[config.mk]
export PLATFORM = sky130hd
export DESIGN_NAME = tcp_congestion_window_top
export DESIGN_NICKNAME = d
export VERILOG_FILES = /design/src/tcw_pkg.sv /design/src/tcp_congestion_window_top.sv
export SDC_FILE = /design/constraint.sdc
export NUM_CORES = 1
export LEC_CHECK = 0
export ABC_CLOCK_PERIOD_IN_PS = 15730
export BUFFER_PORTS_ARGS = -buffer_cell sky130_fd_sc_hd__buf_2
export CAP_MARGIN = 20
export CORE_MARGIN = 2
export CORE_UTILIZATION = 35
export DETAILED_ROUTE_END_ITERATION = 8
export MAX_ROUTING_LAYER = met4
export PLACE_DENSITY_LB_ADDON = 0.12
export REMOVE_ABC_BUFFERS = 1
export SYNTH_ARGS = -nofsm -noshare
export SYNTH_HDL_FRONTEND = slang
export SYNTH_SLANG_ARGS = --single-unit
[constraint.sdc]
create_clock -name clk -period 15.73 [get_ports clk]
set_clock_uncertainty 0.15 [all_clocks]
set_input_delay 0.7865 -clock clk [delete_from_list [all_inputs] [get_ports clk]]
set_output_delay 0.7865 -clock clk [all_outputs]
set_load 0.05 [all_outputs]
[src/tcw_pkg.sv]
// ----------------------------------------------------------------------------
// tcw_pkg: shared constants and helpers for the congestion window tracker
// Field widths, reset values, register indexes, operation and phase codes and the loss threshold rule.
// ----------------------------------------------------------------------------
package tcw_pkg;

	localparam int WIN_W  = 11;
	localparam int ACK_W  = 32;
	localparam int DUP_W  = 4;
	localparam int IDX_W  = 2;
	localparam int OUT_W  = 56;

	localparam logic [WIN_W-1:0] MAX_WINDOW = 11'd1024;

	// reset values of the configuration registers
	localparam logic [WIN_W-1:0] RST_INIT_THRESH = 11'd64;
	localparam logic [WIN_W-1:0] RST_INIT_WINDOW = 11'd1;
	localparam logic [DUP_W-1:0] RST_DUP_LIMIT   = 4'd3;
	localparam logic [WIN_W-1:0] RST_MIN_THRESH  = 11'd2;

	// configuration register indexes
	localparam logic [IDX_W-1:0] REG_INIT_THRESH = 2'd0;
	localparam logic [IDX_W-1:0] REG_INIT_WINDOW = 2'd1;
	localparam logic [IDX_W-1:0] REG_DUP_LIMIT   = 2'd2;
	localparam logic [IDX_W-1:0] REG_MIN_THRESH  = 2'd3;

	// operation codes
	localparam logic OP_ACK     = 1'b0;
	localparam logic OP_RESTART = 1'b1;

	// phase codes
	localparam logic PH_SLOW  = 1'b0;
	localparam logic PH_AVOID = 1'b1;

	typedef logic [WIN_W-1:0] win_t;

	// zero is taken as one
	function automatic win_t at_least_one(input win_t v);
		return (v == '0) ? win_t'(1) : v;
	endfunction

	// threshold after a loss: max(window/2, floor)
	function automatic win_t loss_thresh(input win_t cwnd, input win_t min_thr);
		win_t half;
		win_t flr;
		half = cwnd >> 1;
		flr  = at_least_one(min_thr);
		return (half < flr) ? flr : half;
	endfunction

endpackage

[src/tcp_congestion_window_top.sv]
// ----------------------------------------------------------------------------
// tcp_congestion_window_top: congestion window tracker for one connection
// Slow start and congestion avoidance, duplicate ACK loss detection.
// ----------------------------------------------------------------------------
// Usage:
//   Slave stream carries one command per transaction: s_tuser[0] is the
//   opcode (0 = ACK arrived, 1 = restart from the registers), s_tdata the
//   32-bit ACK number. Every command yields exactly one result on the master
//   stream: window, threshold, phase, loss flag and the acked count.
//   Configuration registers are written through the cfg channel (always
//   ready); the user must do so only while no command is in flight, which
//   the block does not enforce. The result is registered, appearing in the
//   cycle after acceptance. Throughput: one command per cycle unless the
//   receiver stalls; the state update is one compare/increment pass from
//   the state registers into the result register. On a stall the result
//   register holds and s_tready drops only while a result is pending and
//   m_tready is low. Reset: window 1, threshold 64, slow start, no ACK
//   recorded, count 0, registers at 64 / 1 / 3 / 2. No clearing pass.
// ----------------------------------------------------------------------------
module tcp_congestion_window_top
	import tcw_pkg::*;
(
	input  logic              clk,
	input  logic              arst_n,
	input  logic              cfg_valid,
	output logic              cfg_ready,
	input  logic [IDX_W-1:0]  cfg_index,
	input  logic [WIN_W-1:0]  cfg_data,
	input  logic              s_tvalid,
	output logic              s_tready,
	input  logic [ACK_W-1:0]  s_tdata,   // [31:0] ack_number
	input  logic [0:0]        s_tuser,   // [0] opcode
	output logic              m_tvalid,
	input  logic              m_tready,
	output logic [OUT_W-1:0]  m_tdata    // [10:0] window, [21:11] threshold,
	                                     // [22] phase, [23] loss_seen,
	                                     // [55:24] acked_count
);

	// configuration
	win_t             init_thresh_q;
	win_t             init_window_q;
	logic [DUP_W-1:0] dup_limit_q;
	win_t             min_thresh_q;

	// connection state
	win_t             cwnd_q;
	win_t             ssthresh_q;
	logic             mode_q;
	win_t             avoid_q;
	logic [ACK_W-1:0] prev_ack_q;
	logic             last_valid_q;
	logic [DUP_W-1:0] dup_q;
	logic [ACK_W-1:0] acked_q;

	logic             out_valid_q;
	logic [OUT_W-1:0] out_data_q;

	logic             accept;
	logic             opcode;
	logic [ACK_W-1:0] ack;

	// next state
	win_t             cwnd_d, ssthresh_d, avoid_d;
	logic             mode_d, last_valid_d, loss_d;
	logic [ACK_W-1:0] prev_ack_d, acked_d;
	logic [DUP_W-1:0] dup_d;

	// intermediate values of the ACK path
	logic [DUP_W-1:0] dup_n;
	logic             loss;
	win_t             c1, t1, a1, c2, c3, a2, a3, iw;
	logic             m1;

	assign cfg_ready = 1'b1;
	assign s_tready  = !out_valid_q || m_tready;
	assign accept    = s_tvalid && s_tready;
	assign opcode    = s_tuser[0];
	assign ack       = s_tdata;
	assign m_tvalid  = out_valid_q;
	assign m_tdata   = out_data_q;

	always_comb begin
		// duplicate detection
		if (last_valid_q && prev_ack_q == ack) begin
			dup_n = dup_q + 4'd1;
		end else begin
			dup_n = 4'd1;
		end
		loss = (dup_n == dup_limit_q);

		// slow start stage
		c1 = cwnd_q;
		t1 = ssthresh_q;
		a1 = avoid_q;
		m1 = mode_q;
		c2 = cwnd_q;
		if (mode_q == PH_SLOW) begin
			if (loss) begin
				c1 = win_t'(1);
				t1 = loss_thresh(cwnd_q, min_thresh_q);
				a1 = '0;
			end
			c2 = (c1 < t1 && c1 < MAX_WINDOW) ? c1 + win_t'(1) : c1;
			m1 = (c2 == t1) ? PH_AVOID : PH_SLOW;
		end

		// avoidance stage; a loss is applied again here after a switch
		c3 = c2;
		a2 = a1;
		a3 = a1;
		mode_d = m1;
		ssthresh_d = t1;
		if (m1 == PH_AVOID) begin
			a2 = a1 + win_t'(1);
			if (a2 >= c2) begin
				c3 = (c2 < MAX_WINDOW) ? c2 + win_t'(1) : c2;
				a3 = '0;
			end else begin
				a3 = a2;
			end
			if (loss) begin
				ssthresh_d = loss_thresh(c3, min_thresh_q);
				c3 = win_t'(1);
				a3 = '0;
				mode_d = PH_SLOW;
			end
		end

		iw = at_least_one(init_window_q);
		if (iw > MAX_WINDOW) begin
			iw = MAX_WINDOW;
		end

		if (opcode == OP_RESTART) begin
			cwnd_d       = iw;
			ssthresh_d   = at_least_one(init_thresh_q);
			mode_d       = PH_SLOW;
			avoid_d      = '0;
			last_valid_d = 1'b0;
			prev_ack_d   = '0;
			dup_d        = '0;
			acked_d      = '0;
			loss_d       = 1'b0;
		end else begin
			cwnd_d       = c3;
			avoid_d      = a3;
			last_valid_d = 1'b1;
			prev_ack_d   = ack;
			dup_d        = loss ? '0 : dup_n;
			acked_d      = (acked_q <= ack) ? acked_q + 32'd1 : acked_q;
			loss_d       = loss;
		end
	end

	always_ff @(posedge clk or negedge arst_n) begin
		if (!arst_n) begin
			init_thresh_q <= RST_INIT_THRESH;
			init_window_q <= RST_INIT_WINDOW;
			dup_limit_q   <= RST_DUP_LIMIT;
			min_thresh_q  <= RST_MIN_THRESH;
		end else if (cfg_valid && cfg_ready) begin
			case (cfg_index)
				REG_INIT_THRESH: init_thresh_q <= cfg_data;
				REG_INIT_WINDOW: init_window_q <= cfg_data;
				REG_DUP_LIMIT:   dup_limit_q   <= cfg_data[DUP_W-1:0];
				REG_MIN_THRESH:  min_thresh_q  <= cfg_data;
				default: ;
			endcase
		end
	end

	always_ff @(posedge clk or negedge arst_n) begin
		if (!arst_n) begin
			cwnd_q       <= win_t'(1);
			ssthresh_q   <= RST_INIT_THRESH;
			mode_q       <= PH_SLOW;
			avoid_q      <= '0;
			prev_ack_q   <= '0;
			last_valid_q <= 1'b0;
			dup_q        <= '0;
			acked_q      <= '0;
		end else if (accept) begin
			cwnd_q       <= cwnd_d;
			ssthresh_q   <= ssthresh_d;
			mode_q       <= mode_d;
			avoid_q      <= avoid_d;
			prev_ack_q   <= prev_ack_d;
			last_valid_q <= last_valid_d;
			dup_q        <= dup_d;
			acked_q      <= acked_d;
		end
	end

	// result register: load on a transaction, drop once taken
	always_ff @(posedge clk or negedge arst_n) begin
		if (!arst_n) begin
			out_valid_q <= 1'b0;
		end else if (accept) begin
			out_valid_q <= 1'b1;
		end else if (m_tready) begin
			out_valid_q <= 1'b0;
		end
	end

	always_ff @(posedge clk) begin
		if (accept) begin
			out_data_q <= {acked_d, loss_d, mode_d, ssthresh_d, cwnd_d};
		end
	end

	a_cwnd_range: assert property (@(posedge clk) disable iff (!arst_n)
		cwnd_q != '0 && cwnd_q <= MAX_WINDOW)
		else $error("congestion window out of range");

	a_slow_no_count: assert property (@(posedge clk) disable iff (!arst_n)
		mode_q == PH_SLOW |-> avoid_q == '0)
		else $error("avoidance ACK count nonzero in slow start");

	a_avoid_count: assert property (@(posedge clk) disable iff (!arst_n)
		mode_q == PH_AVOID |-> avoid_q < cwnd_q)
		else $error("avoidance ACK count reached window");

	a_loss_state: assert property (@(posedge clk) disable iff (!arst_n)
		accept && opcode == OP_ACK && loss |=>
			mode_q == PH_SLOW && dup_q == '0 && cwnd_q <= win_t'(2) && m_tdata[23])
		else $error("loss did not reset window state");

	a_result: assert property (@(posedge clk) disable iff (!arst_n)
		accept |=> m_tvalid && m_tdata[10:0] == cwnd_q && m_tdata[55:24] == acked_q)
		else $error("result does not match state");

endmodule

# --- Yosys cells after proc, flatten, opt, wreduce, memory -nomap -nowiden ---
# Index checks and enable logic that the tools add are counted.
word_totals:
  out_inout_bits: 59
  wordCells: 90
  ff_bits: 197
  in_bits: 51
op_classes:
  reduce_logical: 14
  muxes: 42
  add_sub_neg: 5
  eq_ne: 6
  n_lt_le_gt_ge: 8
ops:
  columns: ["operator", "n"]
  rows:
  - ["11-bit 2-to-1 mux", 28]
  - ["32-bit 2-to-1 mux", 3]
  - ["11-bit by 1-bit adder with 11-bit output, second input constant", 3]
  - ["11-bit zero test", 3]
  - ["32-bit by 1-bit adder with 32-bit output, second input constant", 1]
  - ["32-bit == test", 1]
  - ["32-bit less-or-equal comparator", 1]
  - ["10-bit by 11-bit less-than comparator with 1-bit output", 2]
  - ["11-bit less-than comparator, second input constant", 2]
  - ["4-bit 2-to-1 mux", 3]
  - ["11-bit == test", 1]
  - ["11-bit greater-or-equal comparator", 1]
  - ["11-bit > comparator, second input constant", 1]
  - ["11-bit less-than comparator", 1]
  - ["1-bit 2-to-1 mux", 8]
  - ["2-bit AND reduction", 4]
  - ["4-bit by 1-bit adder with 4-bit output, second input constant", 1]
  - ["2-bit == test, second input constant", 2]
  - ["4-bit == test", 1]
  - ["1-bit logical AND", 3]
  - ["2-bit by 1-bit == test with 1-bit output, second input constant", 1]
  - ["2-bit zero test", 1]
  - ["2-bit nonzero test", 1]
  - ["1-bit zero test", 1]
  - ["1-bit logical OR", 1]

# --- Longest topological paths before layout ---
logic_depth:
  word_depth: 19
  mapped_depth: 52

# --- Worst setup path after synthesis ---
# OpenSTA, ideal clock, no wires.
synth_timing:
  path_kind: "input -> register"
  startpoint: "input port s_tdata[27]"
  endpoint: "register out_data_q[16], in the netlist m_tdata[16], data pin"
  t_arrival_ns: 10.372
  setup_ns: 0.261
  slack_ns: 4.947
  stages: 50
  required_time_ns: 15.319
  path_cell_list: "xor2_1 a2111o_1 or4_4 nor4_4 o21ai_2 a22oi_4 buf_6 buf_4 buf_2 buf_1 o21ai_0 ha_1 o21a_1 o21a_1 o21ai_1 a21boi_0 o311a_1 clkbuf_1 [... 14 more ...] o21ai_0 xnor2_1 inv_1 ha_1 a21o_1 a21o_1 a21oi_1 nor2b_1 o21ai_0 nand2b_1 a21oi_1 nor2_1 a211o_1 or2_2 nor4_2 o21ai_1 o211ai_1 o21ai_1"
synth_between:
  elab_chain_len: 19
  word_cells_on_any_way: 32
  classes_between: "3 x add/sub; 5 x order compare; 3 x eq/ne; 19 x mux; 2 x reduce/logical"
synth_rtl:
  columns: ["element", "line", "source"]
  rows:
  - ["from (decl)", "tcp_congestion_window_top.sv:31", "input logic [ACK_W-1:0] s_tdata,"]
  - ["32-bit == test (*)", "tcp_congestion_window_top.sv:85", "if (last_valid_q && prev_ack_q == ack) begin"]
  - ["1-bit logical AND (*)", "tcp_congestion_window_top.sv:85", null]
  - ["4-bit 2-to-1 mux (*)", "tcp_congestion_window_top.sv:85", null]
  - ["4-bit == test (*)", "tcp_congestion_window_top.sv:90", "loss = (dup_n == dup_limit_q);"]
  - ["11-bit 2-to-1 mux", "tcp_congestion_window_top.sv:99", "if (loss) begin"]
  - ["11-bit 2-to-1 mux", "tcp_congestion_window_top.sv:98", "if (mode_q == PH_SLOW) begin"]
  - ["11-bit less-than comparator", "tcp_congestion_window_top.sv:104", "c2 = (c1 < t1 && c1 < MAX_WINDOW) ? c1 + win_t'(1) : c1;"]
  - ["1-bit logical AND", "tcp_congestion_window_top.sv:104", null]
  - ["[... 4 more ...]", null, null]
  - ["11-bit 2-to-1 mux", "tcp_congestion_window_top.sv:116", "if (a2 >= c2) begin"]
  - ["11-bit 2-to-1 mux", "tcp_congestion_window_top.sv:114", "if (m1 == PH_AVOID) begin"]
  - ["10-bit by 11-bit less-than comparator with 1-bit output", "tcw_pkg.sv:48", "return (half < flr) ? flr : half;"]
  - ["11-bit 2-to-1 mux", "tcw_pkg.sv:48", null]
  - ["11-bit 2-to-1 mux", "tcp_congestion_window_top.sv:122", "if (loss) begin"]
  - ["11-bit 2-to-1 mux (*)", "tcp_congestion_window_top.sv:114", null]
  - ["11-bit 2-to-1 mux (*)", "tcp_congestion_window_top.sv:135", "if (opcode == OP_RESTART) begin"]
  - ["via ssthresh_d[5]", "tcp_congestion_window_top.sv:64", "win_t cwnd_d, ssthresh_d, avoid_d;"]
  - ["to (signal assigned)", "tcp_congestion_window_top.sv:208", "out_data_q <= {acked_d, loss_d, mode_d, ssthresh_d, cwnd_d};"]
  - ["to (decl)", "tcp_congestion_window_top.sv:57", "logic [OUT_W-1:0] out_data_q;"]
# Mark *: on every way through the listed nets, which the timed path passes. The rest lies on a longest branch. The select of a mux whose other input is x is not followed.
# A chain may end at the register's enable or synchronous reset.

# --- Worst setup path in the final report ---
layout_timing:
  startpoint: "register cwnd_q[5]"
  endpoint: "register out_data_q[13], in the netlist m_tdata[13], data pin"
layout_between:
  elab_chain_len: 17
  word_cells_on_any_way: 27
  classes_between: "2 x add/sub; 6 x order compare; 1 x eq/ne; 17 x mux; 1 x reduce/logical"
layout_rtl:
  columns: ["element", "line", "source"]
  rows:
  - ["from (decl)", "tcp_congestion_window_top.sv:47", "win_t cwnd_q;"]
  - ["from (signal assigned)", "tcp_congestion_window_top.sv:175", "cwnd_q <= win_t'(1);"]
  - ["from (signal assigned)", "tcp_congestion_window_top.sv:184", "cwnd_q <= cwnd_d;"]
  - ["10-bit by 11-bit less-than comparator with 1-bit output", "tcw_pkg.sv:48", null]
  - ["11-bit 2-to-1 mux", "tcw_pkg.sv:48", null]
  - ["11-bit 2-to-1 mux", "tcp_congestion_window_top.sv:99", null]
  - ["11-bit 2-to-1 mux", "tcp_congestion_window_top.sv:98", null]
  - ["11-bit less-than comparator", "tcp_congestion_window_top.sv:104", null]
  - ["1-bit logical AND", "tcp_congestion_window_top.sv:104", null]
  - ["11-bit 2-to-1 mux", "tcp_congestion_window_top.sv:104", null]
  - ["11-bit 2-to-1 mux", "tcp_congestion_window_top.sv:98", null]
  - ["[... 2 more ...]", null, null]
  - ["11-bit 2-to-1 mux", "tcp_congestion_window_top.sv:116", null]
  - ["11-bit 2-to-1 mux", "tcp_congestion_window_top.sv:114", null]
  - ["10-bit by 11-bit less-than comparator with 1-bit output", "tcw_pkg.sv:48", null]
  - ["11-bit 2-to-1 mux", "tcw_pkg.sv:48", null]
  - ["11-bit 2-to-1 mux", "tcp_congestion_window_top.sv:122", null]
  - ["11-bit 2-to-1 mux (*)", "tcp_congestion_window_top.sv:114", null]
  - ["11-bit 2-to-1 mux (*)", "tcp_congestion_window_top.sv:135", null]
  - ["via ssthresh_d[2]", "tcp_congestion_window_top.sv:64", null]
# Marked as above.

==> summary.md <==
| Metric | Value |
|---|---|
| Wire length of the first global-routing pass | `67200 um` |
| Syn Area/Cell | `9.33 um^2` |
| Post-DR wirelength/cell | `22.1 um` |
| Share of synthesized area spent on multiplexers | `6.78%` |
| Nets | `1600` |
| Standard-cell row count | `70` |
| Sequential fraction of the synthesis area | `39.7%` |
| Core Box Area | `36800 um^2` |
| Worst path arrival time | `12.67 ns` |
| Clock slew at the register clock pins of the worst setup and hold paths | `0.09 ns` |
| Total via count after detailed routing | `11100` |
| Placed cell count | `1926` |
| Minimum period implied by the final worst setup slack | `12.52 ns` |
| Boundary pin count | `110` |
| Synthesized cell area | `13100 um^2` |
| Worst-case reg-to-reg path depth | `46` |
| Setup Buffers After CTS | `0` |
| Startpoint-to-endpoint class of the critical path | `reg2reg` |
| Part of the cycle the worst path needs | `79.6%` |
| Number of global-route vias before repair | `11100` |
| Count of unresolved DRC violations after routing | `0` |
| Total power density per cell area | `122 nW/um^2` |
| Number of buffers added to fix hold violations after cts | `0` |
| Most common cell in the netlist | `sky130_fd_sc_hd__dfrtp_1` |
| Post-synthesis register bit count | `197` |
| Compound-gate portion of the synthesized area | `18.3%` |
| Critical Path Most Common Cell | `sky130_fd_sc_hd__a21oi_1` |
| Main flop type after synthesis | `sky130_fd_sc_hd__dfrtp_1` |
| Pin count of the biggest net entering global routing | `89` |
| Count of input and output buffers | `108` |
| Cell with the largest stage delay on the worst path | `sky130_fd_sc_hd__a211o_1` |
| Global route overflow | `0` |
| Detail Route Antenna Nets | `0` |
| Largest cells by area after synthesis | `sky130_fd_sc_hd__dfrtp_1 26%, sky130_fd_sc_hd__edfxtp_1 13%, sky130_fd_sc_hd__ha_1 6.9%` |
| Post-synthesis simple-gate area fraction | `18.7%` |
| All-Layer GR Usage | `23.5%` |
| Height of the die | `198 um` |
| First-iteration detailed-routing DRC count | `731` |
| Final instance count without filler cells | `1963` |
| Vias per inst | `5.64` |
| Number of instances in the synthesized netlist | `1409` |
| Level count of the clock H-tree | `4` |
| Peak fanout along the critical path | `21` |
| Die X-Extent | `198 um` |
| Measured slew at the worst slew-check pin | `1.07 ns` |
| Root Buffer | `sky130_fd_sc_hd__clkbuf_16` |
| Die Outline Area | `39100 um^2` |
| Cell taking the most area after synthesis | `sky130_fd_sc_hd__dfrtp_1` |
| Peak per-stage delay on the critical path | `0.74 ns` |
| Routability congestion estimate from global placement | `0.919` |
| Highest Clock Rate | `0.0799 GHz` |
| Static power due to leakage | `0.00642 uW` |
| Type of the most critical hold path | `in2async` |
| Result of the run | `completed` |
| Post-synthesis cell type count | `91` |
| Maximum resistive drop on vdd | `0.0864 mV` |
| Hold violation total from the final report | `0` |
| Total clock buffers created by CTS | `17` |
| Synth Area in XOR/XNOR | `5.13%` |
| Max-slew violations | `0` |
| EDFF count, synth | `56` |
| Area share of the largest cell type after synthesis | `25.5%` |
| Resized Gates After CTS | `0` |
| Number of antenna violations at the first check in global routing | `5` |
| Max-Slew Margin vs Limit | `28.4%` |
| Sum Neg Setup Slack | `0 ns` |
| CP Capture Type | `flop` |
| Total iterations of the first detailed-routing run | `5` |
| Synth Area in Adders | `6.85%` |
| Largest family of logic cells by synthesized area | `simple AND/OR/NAND/NOR gates` |
| Max-cap viol count | `0` |
| Syn. warnings | `0` |
| CTS tree | `yes` |
| Async S/R FF share, synth | `71.6%` |
| Proportion of layout cells with a drive suffix above 1 | `17.0%` |
| Initial core utilization | `35.7%` |
| DPL Wire Length | `31800 um` |
| Clock latency reported for the late side of the worst-skew pair | `0.47 ns` |
| Fill cell instance count of the final layout | `3698` |
| Maximum clock path buffer count | `2` |
| Worst Path Required | `15.88 ns` |
| CTS Sinks | `197` |
| Synthesis-to-finish area growth | `11.8%` |
| Most common library cells after synthesis | `134 x sky130_fd_sc_hd__dfrtp_1, 130 x sky130_fd_sc_hd__nand2_1, 112 x sky130_fd_sc_hd__nor2_1, 72 x sky130_fd_sc_hd__ha_1, 72 x sky130_fd_sc_hd__inv_1` |
| Final number of setup-violating endpoints | `0` |
| Detailed Route WL | `43400 um` |
| Startpoint type of the worst setup path | `flop` |
| RSZ-0062 raised after global routing | `no` |
## power breakdown
group,total (uW),internal (uW),switching (uW)
combinational,676,233,443
clock,451,226,225
sequential,670,592,78.1
## path summary, 6_finish.rpt
| path | startpoint | endpoint | slack, ns |
|---|---|---|---|
| setup / recovery | cwnd_q[5] | m_tdata[13] | 3.21 |
| hold / removal | arst_n | ssthresh_q[10] | 0.26 |
| setup reg to reg | cwnd_q[5] | m_tdata[13] | 3.21 |
| hold reg to reg | prev_ack_q[0] | prev_ack_q[0] | 0.35 |
| max in group asynchronous | arst_n | last_valid_q | 13.87 |
| min in group clk | prev_ack_q[0] | prev_ack_q[0] | 0.35 |
## registers in the layout (all words and copies together), names as in the netlist
signal         flops
dup_limit_q        4
ssthresh_q        11
mode_q             1
dup_q              4
acked_q           32
init_window_q     11
avoid_q           11
init_thresh_q     11
cwnd_q            11
min_thresh_q      11
m_tvalid           1
prev_ack_q        32
m_tdata           56
last_valid_q       1
## final cells by class
cell class                      count  area [um^2]  share of cell area (%)
Sequential cell                   197         5220                    35.5
Timing Repair Buffer              125          674                    4.59
Antenna cell                        5         12.5                  0.0851
Tap cell                          468          586                    3.98
Clock buffer                       20          478                    3.25
Inverter                           72          273                    1.86
Clock inverter                     12          106                   0.724
Multi-Input combinational cell   1064         7350                    50.0
## through the flow
step	area, um^2	utilization, %	hold slack, ns	power [uW]	worst slack [ns]
detailed placement	14100	38.3	0.329	1350	3.53
CTS	14700	39.9	0.308	1810	3.50
floorplan	12800	-	0.294	1110	4.96
global placement	14100	38.3	0.325	1350	3.28
finish	14700	40.0	0.260	1800	3.21
global route	14700	40.0	0.338	1900	2.12
## worst max-delay path: cells and delay by family (launching register included)
family,cells,cell delay [ns]
mux,2,0.58
xor+xnor,1,0.22
fa+ha+maj,4,1.13
flops,1,0.71
simple gates,11,2.25
buf+inv,2,0.35
compound gates,26,6.91
## cell families (layout without fill, tap and decap cells)
group	count (synthesis)	count (layout)
compound gates	342	342
xor+xnor	77	77
fa+ha+maj	72	72
buf+inv	148	229
flops	197	197
mux	82	82
other cells	1	6
simple gates	490	490
## layout by cell type (no fill, tap or decap), types with 15 or more instances in the layout
| cell | n |
|---|---|
| sky130_fd_sc_hd__a21o_1 | 20 |
| sky130_fd_sc_hd__a21oi_1 | 53 |
| sky130_fd_sc_hd__and2_1 | 15 |
| sky130_fd_sc_hd__buf_2 | 107 |
| sky130_fd_sc_hd__buf_4 | 17 |
| sky130_fd_sc_hd__clkbuf_16 | 18 |
| sky130_fd_sc_hd__dfrtp_1 | 134 |
| sky130_fd_sc_hd__edfxtp_1 | 56 |
| sky130_fd_sc_hd__ha_1 | 72 |
| sky130_fd_sc_hd__inv_1 | 71 |
| sky130_fd_sc_hd__mux2_2 | 56 |
| sky130_fd_sc_hd__mux2i_1 | 26 |
| sky130_fd_sc_hd__nand2_1 | 129 |
| sky130_fd_sc_hd__nand2b_1 | 22 |
| sky130_fd_sc_hd__nand3_1 | 49 |
| sky130_fd_sc_hd__nand4_1 | 32 |
| sky130_fd_sc_hd__nor2_1 | 112 |
| sky130_fd_sc_hd__nor2b_1 | 20 |
| sky130_fd_sc_hd__nor3_1 | 25 |
| sky130_fd_sc_hd__nor4_1 | 22 |
| sky130_fd_sc_hd__o21ai_0 | 67 |
| sky130_fd_sc_hd__o21ai_1 | 17 |
| sky130_fd_sc_hd__o31ai_1 | 52 |
| sky130_fd_sc_hd__or3_1 | 15 |
| sky130_fd_sc_hd__xnor2_1 | 22 |
| sky130_fd_sc_hd__xor2_1 | 55 |
## per-layer routing
layer	routed length (um)	up-vias	global-route usage (%)
li1	-	5294	-
met1	19000	5393	29.2
met2	20600	301	38.1
met3	2080	77	3.65
met4	1650	0	9.75
met5	0	-	-
Note: power is estimated with default switching activity, not from simulation.
